File: src/hw/rtl/bmftl_pkg.sv
// shared types and constants for the block-mapped flash translation controller
// request and flash command transaction layouts, command codes, default sizes
package bmftl_pkg;

  localparam int SECTOR_W = 7;
  localparam int PAGE_W   = 7;
  localparam int ERASE_W  = 5;
  localparam int CMD_W    = 3;

  localparam int PAGES_IN_BLOCK_DEF = 4;
  localparam int LOGICAL_BLOCKS_DEF = 31;

  localparam logic [CMD_W-1:0] CMD_READ    = 3'd0;
  localparam logic [CMD_W-1:0] CMD_PROGRAM = 3'd1;
  localparam logic [CMD_W-1:0] CMD_COPY    = 3'd2;
  localparam logic [CMD_W-1:0] CMD_ERASE   = 3'd3;
  localparam logic [CMD_W-1:0] CMD_NODATA  = 3'd4;

  typedef struct packed {
    logic                req_type;
    logic [SECTOR_W-1:0] sector_number;
  } req_t;

  typedef struct packed {
    logic [CMD_W-1:0]   command;
    logic [PAGE_W-1:0]  target_page;
    logic [PAGE_W-1:0]  source_page;
    logic [ERASE_W-1:0] erase_block_index;
    logic               last;
  } flash_cmd_t;

endpackage

File: src/hw/rtl/bmftl_map_mem.sv
// logical-to-physical block map memory, one write and one read port
// registered read data with read enable; no dependencies
module bmftl_map_mem #(
  parameter int DEPTH = 31,
  parameter int WIDTH = 6,
  parameter int ADDR_W = (DEPTH > 1) ? $clog2(DEPTH) : 1
) (
  input  logic              clk,
  input  logic              we,
  input  logic [ADDR_W-1:0] waddr,
  input  logic [WIDTH-1:0]  wdata,
  input  logic              re,
  input  logic [ADDR_W-1:0] raddr,
  output logic [WIDTH-1:0]  rdata
);

  logic [WIDTH-1:0] mem [DEPTH];

  always_ff @(posedge clk) begin
    if (we) begin
      mem[waddr] <= wdata;
    end
    if (re) begin
      rdata <= mem[raddr];
    end
  end

endmodule

File: src/hw/rtl/bmftl_page_mem.sv
// page written bits, one row of page bits per physical block
// registered read data with read enable; no dependencies
module bmftl_page_mem #(
  parameter int DEPTH = 32,
  parameter int WIDTH = 4,
  parameter int ADDR_W = (DEPTH > 1) ? $clog2(DEPTH) : 1
) (
  input  logic              clk,
  input  logic              we,
  input  logic [ADDR_W-1:0] waddr,
  input  logic [WIDTH-1:0]  wdata,
  input  logic              re,
  input  logic [ADDR_W-1:0] raddr,
  output logic [WIDTH-1:0]  rdata
);

  logic [WIDTH-1:0] row_mem [DEPTH];

  always_ff @(posedge clk) begin
    if (we) begin
      row_mem[waddr] <= wdata;
    end
    if (re) begin
      rdata <= row_mem[raddr];
    end
  end

endmodule

File: src/hw/rtl/block_mapped_ftl_controller.sv
// block-mapped flash translation controller: request sequencer and output register
// uses bmftl_pkg, bmftl_map_mem and bmftl_page_mem
//
// Each request transaction names a logical sector and produces one or more flash
// command transactions, the final one flagged by last. Requests are handled one at a
// time by a sequencer that reads, updates and writes back two memories with one write
// and one read port each: the block map (one entry per logical block) and the page
// written bits (one row per physical block). An out-of-range sector, or a read that
// finds its block unmapped, is answered after the map read alone; any other read and
// a write to a clean page also read the page row; an overwrite of a written page then
// walks every page of the block in a copy to the spare block and ends with an erase.
// The command side can stall any of these. After reset a clearing pass zeroes both
// memories before the first request is accepted.
module block_mapped_ftl_controller #(
  parameter int PAGES_IN_BLOCK = bmftl_pkg::PAGES_IN_BLOCK_DEF,
  parameter int LOGICAL_BLOCKS = bmftl_pkg::LOGICAL_BLOCKS_DEF
) (
  input  logic                   clk,
  input  logic                   rst,
  input  logic                   req_valid,
  output logic                   req_ready,
  input  bmftl_pkg::req_t        req,
  output logic                   cmd_valid,
  input  logic                   cmd_ready,
  output bmftl_pkg::flash_cmd_t  cmd
);

  import bmftl_pkg::*;

  localparam int PHYS_BLOCKS = LOGICAL_BLOCKS + 1;
  localparam int BLK_W = $clog2(PHYS_BLOCKS);
  localparam int LBN_W = (LOGICAL_BLOCKS > 1) ? $clog2(LOGICAL_BLOCKS) : 1;
  localparam int OFS_W = $clog2(PAGES_IN_BLOCK);
  localparam int PPN_W = $clog2(PHYS_BLOCKS * PAGES_IN_BLOCK);
  localparam int SHIFT = 2 * SECTOR_W;
  localparam int RECIP = ((2 ** SHIFT) + PAGES_IN_BLOCK - 1) / PAGES_IN_BLOCK;
  localparam int PROD_W = SECTOR_W + SHIFT;

  localparam logic [2:0] ST_CLEAR = 3'd0;
  localparam logic [2:0] ST_IDLE  = 3'd1;
  localparam logic [2:0] ST_MAP   = 3'd2;
  localparam logic [2:0] ST_ROW   = 3'd3;
  localparam logic [2:0] ST_COPY  = 3'd4;
  localparam logic [2:0] ST_ERASE = 3'd5;

  logic [2:0]                state, state_next;
  logic [BLK_W-1:0]          clr_cnt;
  logic                      is_write;
  logic                      oor;
  logic [LBN_W-1:0]          lbn;
  logic [OFS_W-1:0]          offset;
  logic [BLK_W-1:0]          pbn, pbn_next;
  logic [PAGES_IN_BLOCK-1:0] row, row_next;
  logic [OFS_W-1:0]          idx, idx_next;
  logic [BLK_W-1:0]          spare, spare_next;
  logic [PPN_W-1:0]          base_src, base_src_next;
  logic [PPN_W-1:0]          base_dst, base_dst_next;

  logic [PROD_W-1:0]         quo_prod;
  logic [SECTOR_W-1:0]       quo;
  logic [OFS_W-1:0]          rem;
  logic                      quo_oor;
  logic                      accept;
  logic                      out_free;
  logic                      emit;
  flash_cmd_t                emit_cmd;

  logic                      map_we, map_re;
  logic [LBN_W-1:0]          map_waddr, map_raddr;
  logic [BLK_W:0]            map_wdata, map_rdata;
  logic                      pg_we, pg_re;
  logic [BLK_W-1:0]          pg_waddr, pg_raddr;
  logic [PAGES_IN_BLOCK-1:0] pg_wdata, pg_rdata;

  logic                      mapped;
  logic [BLK_W-1:0]          pbn_sel;
  logic [PPN_W-1:0]          ppn;
  logic [PPN_W-1:0]          copy_src, copy_dst;

  bmftl_map_mem #(
    .DEPTH (LOGICAL_BLOCKS),
    .WIDTH (BLK_W + 1),
    .ADDR_W(LBN_W)
  ) u_map_mem (
    .clk  (clk),
    .we   (map_we),
    .waddr(map_waddr),
    .wdata(map_wdata),
    .re   (map_re),
    .raddr(map_raddr),
    .rdata(map_rdata)
  );

  bmftl_page_mem #(
    .DEPTH (PHYS_BLOCKS),
    .WIDTH (PAGES_IN_BLOCK),
    .ADDR_W(BLK_W)
  ) u_page_mem (
    .clk  (clk),
    .we   (pg_we),
    .waddr(pg_waddr),
    .wdata(pg_wdata),
    .re   (pg_re),
    .raddr(pg_raddr),
    .rdata(pg_rdata)
  );

  // sector split into logical block and page offset by reciprocal multiply
  assign quo_prod = PROD_W'(req.sector_number) * PROD_W'(RECIP);
  assign quo      = quo_prod[SHIFT +: SECTOR_W];
  assign rem      = OFS_W'(req.sector_number - SECTOR_W'(quo * SECTOR_W'(PAGES_IN_BLOCK)));
  assign quo_oor  = (int'(quo) >= LOGICAL_BLOCKS);

  assign req_ready = (state == ST_IDLE);
  assign accept    = req_valid && req_ready;
  assign out_free  = !cmd_valid || cmd_ready;

  assign mapped   = map_rdata[BLK_W];
  assign pbn_sel  = mapped ? map_rdata[BLK_W-1:0] : BLK_W'(lbn);
  assign ppn      = PPN_W'(int'(pbn) * PAGES_IN_BLOCK + int'(offset));
  assign copy_src = base_src + PPN_W'(idx);
  assign copy_dst = base_dst + PPN_W'(idx);

  always_comb begin
    state_next    = state;
    pbn_next      = pbn;
    row_next      = row;
    idx_next      = idx;
    spare_next    = spare;
    base_src_next = base_src;
    base_dst_next = base_dst;
    map_we        = 1'b0;
    map_waddr     = lbn;
    map_wdata     = '0;
    map_re        = 1'b0;
    map_raddr     = LBN_W'(quo);
    pg_we         = 1'b0;
    pg_waddr      = pbn;
    pg_wdata      = '0;
    pg_re         = 1'b0;
    pg_raddr      = pbn_sel;
    emit          = 1'b0;
    emit_cmd      = '0;

    case (state)
      ST_CLEAR: begin
        pg_we    = 1'b1;
        pg_waddr = clr_cnt;
        if (int'(clr_cnt) < LOGICAL_BLOCKS) begin
          map_we    = 1'b1;
          map_waddr = LBN_W'(clr_cnt);
        end
        if (clr_cnt == BLK_W'(PHYS_BLOCKS - 1)) begin
          state_next = ST_IDLE;
        end
      end
      ST_IDLE: begin
        if (accept) begin
          map_re     = !quo_oor;
          state_next = ST_MAP;
        end
      end
      ST_MAP: begin
        if (oor || (!is_write && !mapped)) begin
          if (out_free) begin
            emit             = 1'b1;
            emit_cmd.command = CMD_NODATA;
            emit_cmd.last    = 1'b1;
            state_next       = ST_IDLE;
          end
        end else begin
          pg_re    = 1'b1;
          pbn_next = pbn_sel;
          if (is_write && !mapped) begin
            map_we    = 1'b1;
            map_wdata = {1'b1, pbn_sel};
          end
          state_next = ST_ROW;
        end
      end
      ST_ROW: begin
        if (!is_write) begin
          if (out_free) begin
            emit                 = 1'b1;
            emit_cmd.command     = pg_rdata[offset] ? CMD_READ : CMD_NODATA;
            emit_cmd.target_page = pg_rdata[offset] ? PAGE_W'(ppn) : '0;
            emit_cmd.last        = 1'b1;
            state_next           = ST_IDLE;
          end
        end else if (!pg_rdata[offset]) begin
          if (out_free) begin
            emit                 = 1'b1;
            emit_cmd.command     = CMD_PROGRAM;
            emit_cmd.target_page = PAGE_W'(ppn);
            emit_cmd.last        = 1'b1;
            pg_we                = 1'b1;
            pg_wdata             = pg_rdata | (PAGES_IN_BLOCK'(1) << offset);
            state_next           = ST_IDLE;
          end
        end else begin
          // spare row ends with the same written pattern as the old block
          row_next      = pg_rdata;
          pg_we         = 1'b1;
          pg_waddr      = spare;
          pg_wdata      = pg_rdata;
          base_src_next = PPN_W'(int'(pbn) * PAGES_IN_BLOCK);
          base_dst_next = PPN_W'(int'(spare) * PAGES_IN_BLOCK);
          idx_next      = '0;
          state_next    = ST_COPY;
        end
      end
      ST_COPY: begin
        if ((idx == offset) || row[idx]) begin
          if (out_free) begin
            emit                 = 1'b1;
            emit_cmd.command     = (idx == offset) ? CMD_PROGRAM : CMD_COPY;
            emit_cmd.target_page = PAGE_W'(copy_dst);
            emit_cmd.source_page = (idx == offset) ? '0 : PAGE_W'(copy_src);
            idx_next             = idx + OFS_W'(1);
            if (idx == OFS_W'(PAGES_IN_BLOCK - 1)) begin
              state_next = ST_ERASE;
            end
          end
        end else begin
          idx_next = idx + OFS_W'(1);
          if (idx == OFS_W'(PAGES_IN_BLOCK - 1)) begin
            state_next = ST_ERASE;
          end
        end
      end
      ST_ERASE: begin
        if (out_free) begin
          emit                       = 1'b1;
          emit_cmd.command           = CMD_ERASE;
          emit_cmd.erase_block_index = ERASE_W'(pbn);
          emit_cmd.last              = 1'b1;
          pg_we                      = 1'b1;
          pg_wdata                   = '0;
          map_we                     = 1'b1;
          map_wdata                  = {1'b1, spare};
          spare_next                 = pbn;
          state_next                 = ST_IDLE;
        end
      end
      default: begin
        state_next = ST_IDLE;
      end
    endcase
  end

  always_ff @(posedge clk) begin
    if (rst) begin
      state     <= ST_CLEAR;
      clr_cnt   <= '0;
      spare     <= BLK_W'(LOGICAL_BLOCKS);
      cmd_valid <= 1'b0;
    end else begin
      state   <= state_next;
      spare   <= spare_next;
      if (state == ST_CLEAR) begin
        clr_cnt <= clr_cnt + BLK_W'(1);
      end
      if (emit) begin
        cmd_valid <= 1'b1;
      end else if (cmd_ready) begin
        cmd_valid <= 1'b0;
      end
    end
  end

  always_ff @(posedge clk) begin
    if (accept) begin
      is_write <= req.req_type;
      oor      <= quo_oor;
      lbn      <= LBN_W'(quo);
      offset   <= rem;
    end
    if (emit) begin
      cmd <= emit_cmd;
    end
    pbn      <= pbn_next;
    row      <= row_next;
    idx      <= idx_next;
    base_src <= base_src_next;
    base_dst <= base_dst_next;
  end

endmodule
File: config.mk
export PLATFORM = sky130hd
export DESIGN_NAME = block_mapped_ftl_controller
export DESIGN_NICKNAME = d
export VERILOG_FILES = /design/src/hw/rtl/bmftl_pkg.sv /design/src/hw/rtl/bmftl_map_mem.sv /design/src/hw/rtl/bmftl_page_mem.sv /design/src/hw/rtl/block_mapped_ftl_controller.sv
export SDC_FILE = /design/constraint.sdc
export NUM_CORES = 1
export LEC_CHECK = 0
export BUFFER_PORTS_ARGS = -buffer_cell sky130_fd_sc_hd__buf_4
export CAP_MARGIN = 30
export CORE_ASPECT_RATIO = 2
export CORE_MARGIN = 5
export CORE_UTILIZATION = 60
export CTS_BUF_LIST = sky130_fd_sc_hd__clkbuf_4 sky130_fd_sc_hd__clkbuf_8 sky130_fd_sc_hd__clkbuf_16
export CTS_CLUSTER_SIZE = 28
export DETAILED_ROUTE_END_ITERATION = 10
export PLACE_DENSITY = 0.87
export SYNTH_ARGS = -nofsm -noshare
export SYNTH_HDL_FRONTEND = slang
export SYNTH_SLANG_ARGS = --single-unit
File: constraint.sdc
create_clock -name clk -period 8.1 [get_ports clk]
set_clock_uncertainty 0.05 [all_clocks]
set_input_delay 1.215 -clock clk [delete_from_list [all_inputs] [get_ports clk]]
set_output_delay 1.215 -clock clk [all_outputs]
set_load 0.005 [all_outputs]
==> PnR_summary.wiki, run 1 <==
{| class="wikitable"
! Metric !! Value
|-
| Root Buffer || clkbuf_16
|-
| Detailed-route wire length per cell || 26.0 um
|-
| Crit path max fanout || 19
|-
| Endpoint, Worst Hold || cmd[10]
|-
| Global-route wire length before repair || 57,700 um
|-
| Ys async rst share || 0%
|-
| Max Cap Violations || 0
|-
| WS Path Type || flop to flop
|-
| Hold-fix buffers, CTS || 0
|-
| Path class of the lowest-slack min-delay path || flop to flop
|-
| Filler instances || 1,711
|-
| Antenna diode count || 0
|-
| Effective utilization at floorplan || between 60% and 70%
|-
| I/O pins || 37
|-
| Setup Slack @ Placement || between 4 and 5 ns
|-
| Routed vias || between 9,000 and 10,000
|-
| FMAX || 272 MHz
|-
| DRC violation count after routing || 0
|-
| Maximum count of clock buffers along a single path || 3
|-
| Netlist area before placement || 16,300 sq um
|-
| Total grt overflow || 0
|-
| Post-detailed-routing wire length || ~38,000 um
|-
| Hold path depth || 1
|-
| R2R Path End || u_page_mem.row_mem[8][2]
|-
| Clock-pin slew reported for the worst setup and hold paths after clock tree synthesis || ~0.07 ns
|-
| Period utilisation layout || a little under half
|-
| Most instantiated library cell after synthesis || edfxtp_1
|-
| Max Slew Vio Count || 0
|-
| Number of antenna violations at the first check in global routing || 0
|-
| Synth top area cells || edfxtp_1 (70%), mux4_2 (7.1%), mux2i_1 (2.6%), nor2_1 (2.1%), nand2_1 (1.9%)
|-
| CP Data Arrival Time || around 3.8 ns
|-
| Proportion of layout cells with a drive suffix above 1 || 16.2%
|-
| Kind of launch point of the worst setup path || flop
|-
| Worst skew pair latency || between 0.5 and 0.6 ns
|-
| Number of setup violations in the final report || 0
|-
| Via count normalized by instance count || 6.62
|-
| Worst-case setup margin in the final layout || between 4 and 5 ns
|-
| Slack of the worst reg-to-reg path || ~4.4 ns
|-
| Synthesized flop and latch total || roughly 390
|-
| Number of buffers created by CTS || 30
|-
| Worst IR drop on VDD || 0.000217 V
|-
| Run status || complete, no violations
|-
| Post-CTS Resized || 0
|-
| Power density normalized to cell area || 215 nW/um^2
|-
| Largest stage delay on the critical path || approximately 0.75 ns
|-
| Die boundary width || between 100 and 150 um
|-
| Total clock sinks || 391
|-
| Detailed Routing Iterations Pass 1 || 5
|-
| Transition time at the pin with the least slew margin || 1.07 ns
|-
| Row Count || 85
|-
| Commonest cells in the netlist || edfxtp_1 (377), nor2_1 (91), nand2_1 (82), mux4_2 (51), mux2i_1 (43)
|-
| Port buffer count || 36
|-
| Top_reg_cell synth || edfxtp_1
|-
| Drt initial violations || a little under 900
|-
| Post-CTS setup buffer count || 0
|-
| Crit. End Element || flop
|-
| Ordered list of cells on the worst path || and4b_1 > o21ai_0 > nand3_1 > nand4bb_1 > nor3_1
|-
| Required arrival time at the worst endpoint || about 8.3 ns
|-
| Worst-case headroom to the max-slew limit || between 20 and 30%
|-
| Final-layout setup total negative slack || 0 ns
|-
| Distinct cell type count after synthesis || 67
|-
| Cell type with the largest total area after synthesis || edfxtp_1
|-
| Slowest-stage cell, CP || dfxtp_1
|-
| Number of enable flip-flop cells after synthesis || 377
|-
| Die Area || about 31,000 sq um
|-
| Std-Cell Core Area || about 27,000 sq um
|-
| Area share of the largest cell type after synthesis || 69.5%
|-
| Largest net degree at the start of global routing || between 50 and 60
|-
| Ys Warns || 0
|-
| Fin. Hold Viols || 0
|-
| Layout net count || between 1,000 and 1,500
|-
| Number of cell instances on the worst register-to-register path || 5
|-
| Post-Syn Instances || 1,048
|-
| Net count of the mapped netlist || roughly 1,100
|-
| Hold Crit Start || base_src[4]
|-
| Post-DP HPWL || between 20,000 and 30,000 um
|-
| Mean post-synth cell area || around 16 sq um
|-
| Worst R2R Start || state[0]
|-
| Global routing usage summed across all routing layers || about a quarter
|-
| Final Wtd Congestion || just over 0.9
|-
| Time the worst path needs with I/O delays and setup || between 3 and 4 ns
|-
| Leak || between 6 and 7 nW
|-
| Unrepaired setup endpoints after global routing || false
|-
| Post-detailed-route count of antenna-violating nets || 0
|-
| Portion of the post-synthesis area used by sequential elements || a little under three quarters
|-
| Height of the die || 243 um
|-
| H-tree lvl count || 1
|-
| Vias in the first global route || 9,926
|-
| Area Overhead vs Synth || 10.9%
|-
| Clock tree from TritonCTS || done
|}
-- cell usage in the layout (no fill, tap or decap), drive strengths merged, types with 18 or more instances in the layout --
| cell | Yosys | layout |
|---|---|---|
| a21oi | 41 | 41 |
| buf | 18 | 55 |
| clkbuf | 34 | 33 |
| edfxtp | 377 | 377 |
| inv | 19 | 19 |
| mux2i | 43 | 43 |
| mux4 | 51 | 51 |
| nand2 | 82 | 82 |
| nand2b | 20 | 20 |
| nand3 | 24 | 24 |
| nor2 | 91 | 91 |
| nor2b | 18 | 18 |
| o21ai | 34 | 34 |
-- cells by family (layout without fill, tap and decap cells) --
| family | after synthesis | in the layout | share of synthesized area, % |
|---|---|---|---|
| compound gates | 188 | 188 | 7.89 |
| flops | 391 | 391 | 71.3 |
| buf+inv | 71 | 130 | 1.87 |
| xor+xnor | 5 | 5 | 0.269 |
| simple gates | 292 | 292 | 8.51 |
| mux | 97 | 97 | 9.91 |
| fa+ha+maj | 4 | 4 | 0.307 |
-- through the flow --
| step | hold WS (ns) | cell area [sq um] | utilization (%) | total power [mW] | cells |
|---|---|---|---|---|---|
| final | 0.471 | 18100 | 67.1 | 3.88 | 1455 |
| after global routing | 0.478 | 18100 | 67.1 | 3.97 | 1455 |
| after detailed placement | 0.425 | 17000 | 63.1 | 2.36 | 1398 |
| after floorplan | 0.395 | 16300 | - | 2.33 | 1048 |
| after global placement | 0.421 | 16900 | 62.7 | 2.35 | 1391 |
| after CTS | 0.468 | 18000 | 67.0 | 3.89 | 1454 |
-- per-layer routing --
metal  vias up  track usage (%)  wire [um]
met3       156             3.15       2340
met2       532             46.4      21100
met5         -                0          0
li1       4168                -          -
met4         0             15.3       2810
met1      4778             25.5      11500
-- flip-flops by register name, summed over array words and instances (netlist names), 6 cells and up --
register	count
u_map_mem.mem	186
u_page_mem.row_mem	128
cmd	23
u_map_mem.rdata	6
-- how the worst max path moves through the flow --
| stage | depth (start not counted) | slack [ns] | start | endpoint |
|---|---|---|---|---|
| 6_report | 5 | 4.43 | state[0] | u_page_mem.row_mem[8][2] |
| 5_1_grt | 5 | 4.17 | state[0] | u_page_mem.row_mem[0][2] |
| 4_1_cts | 5 | 4.54 | state[0] | u_page_mem.row_mem[8][2] |
| 3_5_place_dp | 6 | 4.04 | cmd_ready | u_page_mem.row_mem[0][3] |
| 3_3_place_gp | 6 | 4.13 | cmd_ready | u_page_mem.row_mem[0][0] |
| 2_1_floorplan | 7 | 4.90 | req[3] | u_map_mem.rdata[4] |
-- report_power, final --
part,internal (mW),switching [mW],leakage [nW],total (mW)
Sequential,2.20,0.00831,3.68,2.21
Clock,0.878,0.680,0.494,1.56
Combinational,0.0377,0.0683,1.95,0.106
Total,3.12,0.757,6.12,3.88
-- worst max-delay path: cells and delay by family (launching register included) --
family	cells	cell delay [ns]
simple gates	4	2.16
flops	1	0.75
compound gates	1	0.34
-- final cells by class --
type	count	area [sq um]	area share, %
Sequential cell	391	11600	64.2
Multi-Input combinational cell	586	4400	24.4
Clock buffer	33	803	4.45
Timing Repair Buffer	55	489	2.71
Tap cell	348	435	2.41
Clock inverter	23	262	1.45
Inverter	19	71.3	0.395
No activity file was read; power rests on OpenSTA's default activity.
==> inputs of run 2 (changes only) <==
- clock period: 8.1 -> 3.7 ns (I/O delays scaled with it)
==> run 2 against run 1 <==
Effect of this change:
- sequential share of layout area grew 0.071 points
- utilization decreased by 0.074 points
- register-to-register slack worse by 4.1 ns
- combinational power rose by 130%
- non-clock buffer count is 19 higher
- global-route usage fell by 0.071 points
- largest power group unchanged
- highest routed layer unchanged
==> PnR_summary.wiki, run 2 (synthesis results as in run 1) <==
{| class="wikitable"
! Metric !! Value
|-
| Cell Count, Final, Fillers Out || 1,473 (was 1,455)
|-
| Total instance count after detailed placement || 1,417 (was 1,398)
|-
| Global routing usage summed across all routing layers || 24.7% (about the same)
|-
| Final-layout setup total negative slack || 0 ns (unchanged)
|-
| Detailed-route wire length per cell || 25.7 um (was 26.0 um)
|-
| Path class of the lowest-slack min-delay path || input pin to flop (was flop to flop)
|-
| Worst-case headroom to the max-slew limit || 28.1% (about the same)
|-
| Post-DP HPWL || 25,400 um (was 25,900 um)
|-
| DRC violation count after routing || 0 (unchanged)
|-
| Drt initial violations || 1,112 (was 865)
|-
| Height of the die || 243 um (unchanged)
|-
| Row Count || 85 (unchanged)
|-
| R2R Path End || u_page_mem.row_mem[1][1] (was u_page_mem.row_mem[8][2])
|-
| Root Buffer || clkbuf_16 (unchanged)
|-
| Number of cell instances on the worst register-to-register path || 5 (unchanged)
|-
| Antenna diode count || 0 (unchanged)
|-
| Die boundary width || 126 um (unchanged)
|-
| Fin. Hold Viols || 0 (unchanged)
|-
| Top delay family on crit path || simple AND/OR/NAND/NOR gates (unchanged)
|-
| Largest net degree at the start of global routing || 55 (unchanged)
|-
| Maximum count of clock buffers along a single path || 3 (unchanged)
|-
| Vias in the first global route || 9,949 (was 9,926)
|-
| Worst R2R Start || offset[0] (was state[0])
|-
| Max reg flops || 186 (unchanged)
|-
| Power consumption || 8.24 mW (was 3.88 mW)
|-
| Clock tree from TritonCTS || done (unchanged)
|-
| Detailed Routing Iterations Pass 1 || 6 (was 5)
|-
| Highest-count cells in the layout ignoring fill and taps || edfxtp_1 (377), nor2_1 (88), nand2_1 (82) (unchanged)
|-
| Time the worst path needs with I/O delays and setup || 3.36 ns (was 3.67 ns)
|-
| Largest regs || u_map_mem.mem (186), u_page_mem.row_mem (128), cmd (23) (unchanged)
|-
| Setup Slack @ Placement || 0.372 ns (was 4.04 ns)
|-
| H-tree lvl count || 1 (unchanged)
|-
| Layout net count || 1,118 (was 1,099)
|-
| Number of buffers created by CTS || 30 (unchanged)
|-
| Sequential cell area in the final layout || 11,600 sq um (unchanged)
|-
| Crit path max fanout || 15 (was 19)
|-
| Total clock sinks || 391 (unchanged)
|-
| Via count normalized by instance count || 6.52 (was 6.62)
|-
| Post-CTS setup buffer count || 0 (unchanged)
|-
| Hold Crit Start || req[0] (was base_src[4])
|-
| Most common cell after layout, fill and taps aside || edfxtp_1 (unchanged)
|-
| Post-CTS Resized || 0 (unchanged)
|-
| Post-detailed-routing wire length || 37,900 um (was 37,800 um)
|-
| WS Path Type || flop to flop (unchanged)
|-
| Clock-pin slew reported for the worst setup and hold paths after clock tree synthesis || 0.07 ns (about the same)
|-
| I/O pins || 37 (unchanged)
|-
| FMAX || 298 MHz (was 272 MHz)
|-
| Number of antenna violations at the first check in global routing || 0 (unchanged)
|-
| Transition time at the pin with the least slew margin || 1.07 ns (about the same)
|-
| Unrepaired setup endpoints after global routing || false (unchanged)
|-
| CP Data Arrival Time || 3.51 ns (was 3.83 ns)
|-
| Area Overhead vs Synth || 10.8% (was 10.9%)
|-
| Max Slew Vio Count || 0 (unchanged)
|-
| Crit. End Element || flop (unchanged)
|-
| Hold path depth || 1 (unchanged)
|-
| Worst IR drop on VDD || 0.000523 V (was 0.000217 V)
|-
| Leak || 5.98 nW (was 6.12 nW)
|-
| Ordered list of cells on the worst path || mux4_2 > a32o_1 > a21oi_1 > nand3_1 > nor3_1 (was and4b_1 > o21ai_0 > nand3_1 > nand4bb_1 > nor3_1)
|-
| Filler instances || 1,702 (was 1,711)
|-
| Routed vias || 9,597 (was 9,634)
|-
| Largest stage delay on the critical path || 0.72 ns (was 0.75 ns)
|-
| Effective utilization at floorplan || 60.5% (unchanged)
|-
| Multi-input gate area || 4400 sq um (unchanged)
|-
| Required arrival time at the worst endpoint || 3.85 ns (was 8.26 ns)
|-
| Period utilisation layout || 90.8% (was 45.3%)
|-
| Die Area || 30,700 sq um (unchanged)
|-
| Global-route wire length before repair || 57,400 um (was 57,700 um)
|-
| Largest register by flop count || u_map_mem.mem (unchanged)
|-
| Kind of launch point of the worst setup path || flop (unchanged)
|-
| Tightest hold margin || 0.109 ns (was 0.471 ns)
|-
| Run status || complete, no violations (unchanged)
|-
| Std-Cell Core Area || 26,900 sq um (unchanged)
|-
| Number of setup violations in the final report || 0 (unchanged)
|-
| Bufs and invs on worst path || 0 (unchanged)
|-
| Final Wtd Congestion || 0.968 (was 0.920)
|-
| Proportion of layout cells with a drive suffix above 1 || 17.7% (was 16.2%)
|-
| Worst-case setup margin in the final layout || 0.339 ns (was 4.43 ns)
|-
| Max Cap Violations || 0 (unchanged)
|-
| Slowest-stage cell, CP || mux4_2 (was dfxtp_1)
|-
| Total grt overflow || 0 (unchanged)
|-
| Slack of the worst reg-to-reg path || 0.34 ns (was 4.43 ns)
|-
| Hold-fix buffers, CTS || 0 (unchanged)
|-
| Post-detailed-route count of antenna-violating nets || 0 (unchanged)
|-
| Endpoint, Worst Hold || offset[0] (was cmd[10])
|-
| Worst skew pair latency || 0.59 ns (was 0.58 ns)
|-
| Power density normalized to cell area || 457 nW/um^2 (was 215 nW/um^2)
|-
| Port buffer count || 36 (unchanged)
|}
## run 2: how the worst max path moves through the flow
stage / start / slack (ns) / end / cells past startpoint
2_1_floorplan: u_map_mem.rdata[5] / 0.78 / u_map_mem.mem[0][0] / 5
3_3_place_gp: offset[0] / 0.59 / u_page_mem.row_mem[9][0] / 5
3_5_place_dp: offset[0] / 0.37 / u_page_mem.row_mem[10][0] / 5
4_1_cts: offset[0] / 0.38 / u_page_mem.row_mem[10][1] / 5
5_1_grt: offset[0] / 0.23 / u_page_mem.row_mem[10][0] / 5
6_report: offset[0] / 0.34 / u_page_mem.row_mem[1][1] / 5
## run 2: metal layers
layer	part of all wire (%)	vias up	track usage, %	wire, um
met5	0	-	0	0
met4	7.9	0	16.1	3010
met3	6.1	172	3.08	2320
met2	55	520	45.8	21000
met1	31	4706	25.5	11600
li1	-	4199	-	-
## run 2: area by class of cell
class | count | share of cell area, %
flip-flops and latches | 391 | 64.3
multi-input cells | 586 | 24.4
clock buffers | 39 | 4.64
repair buffers | 74 | 3.15
well taps | 348 | 2.41
clock inverters | 16 | 0.714
inverters | 19 | 0.395
## run 2: through the flow
step,util (%),instance area (sq um)
4_1_cts,67.0,18000
3_3_place_gp,63.4,17100
2_1_floorplan,-,16300
3_5_place_dp,63.4,17100
5_1_grt,67.0,18000
6_report,67.0,18000
## run 2: where the power goes
group	internal (mW)	switching, mW
Clock	1.68	1.47
Combinational	0.0891	0.154
Sequential	4.83	0.0194
Total	6.60	1.64
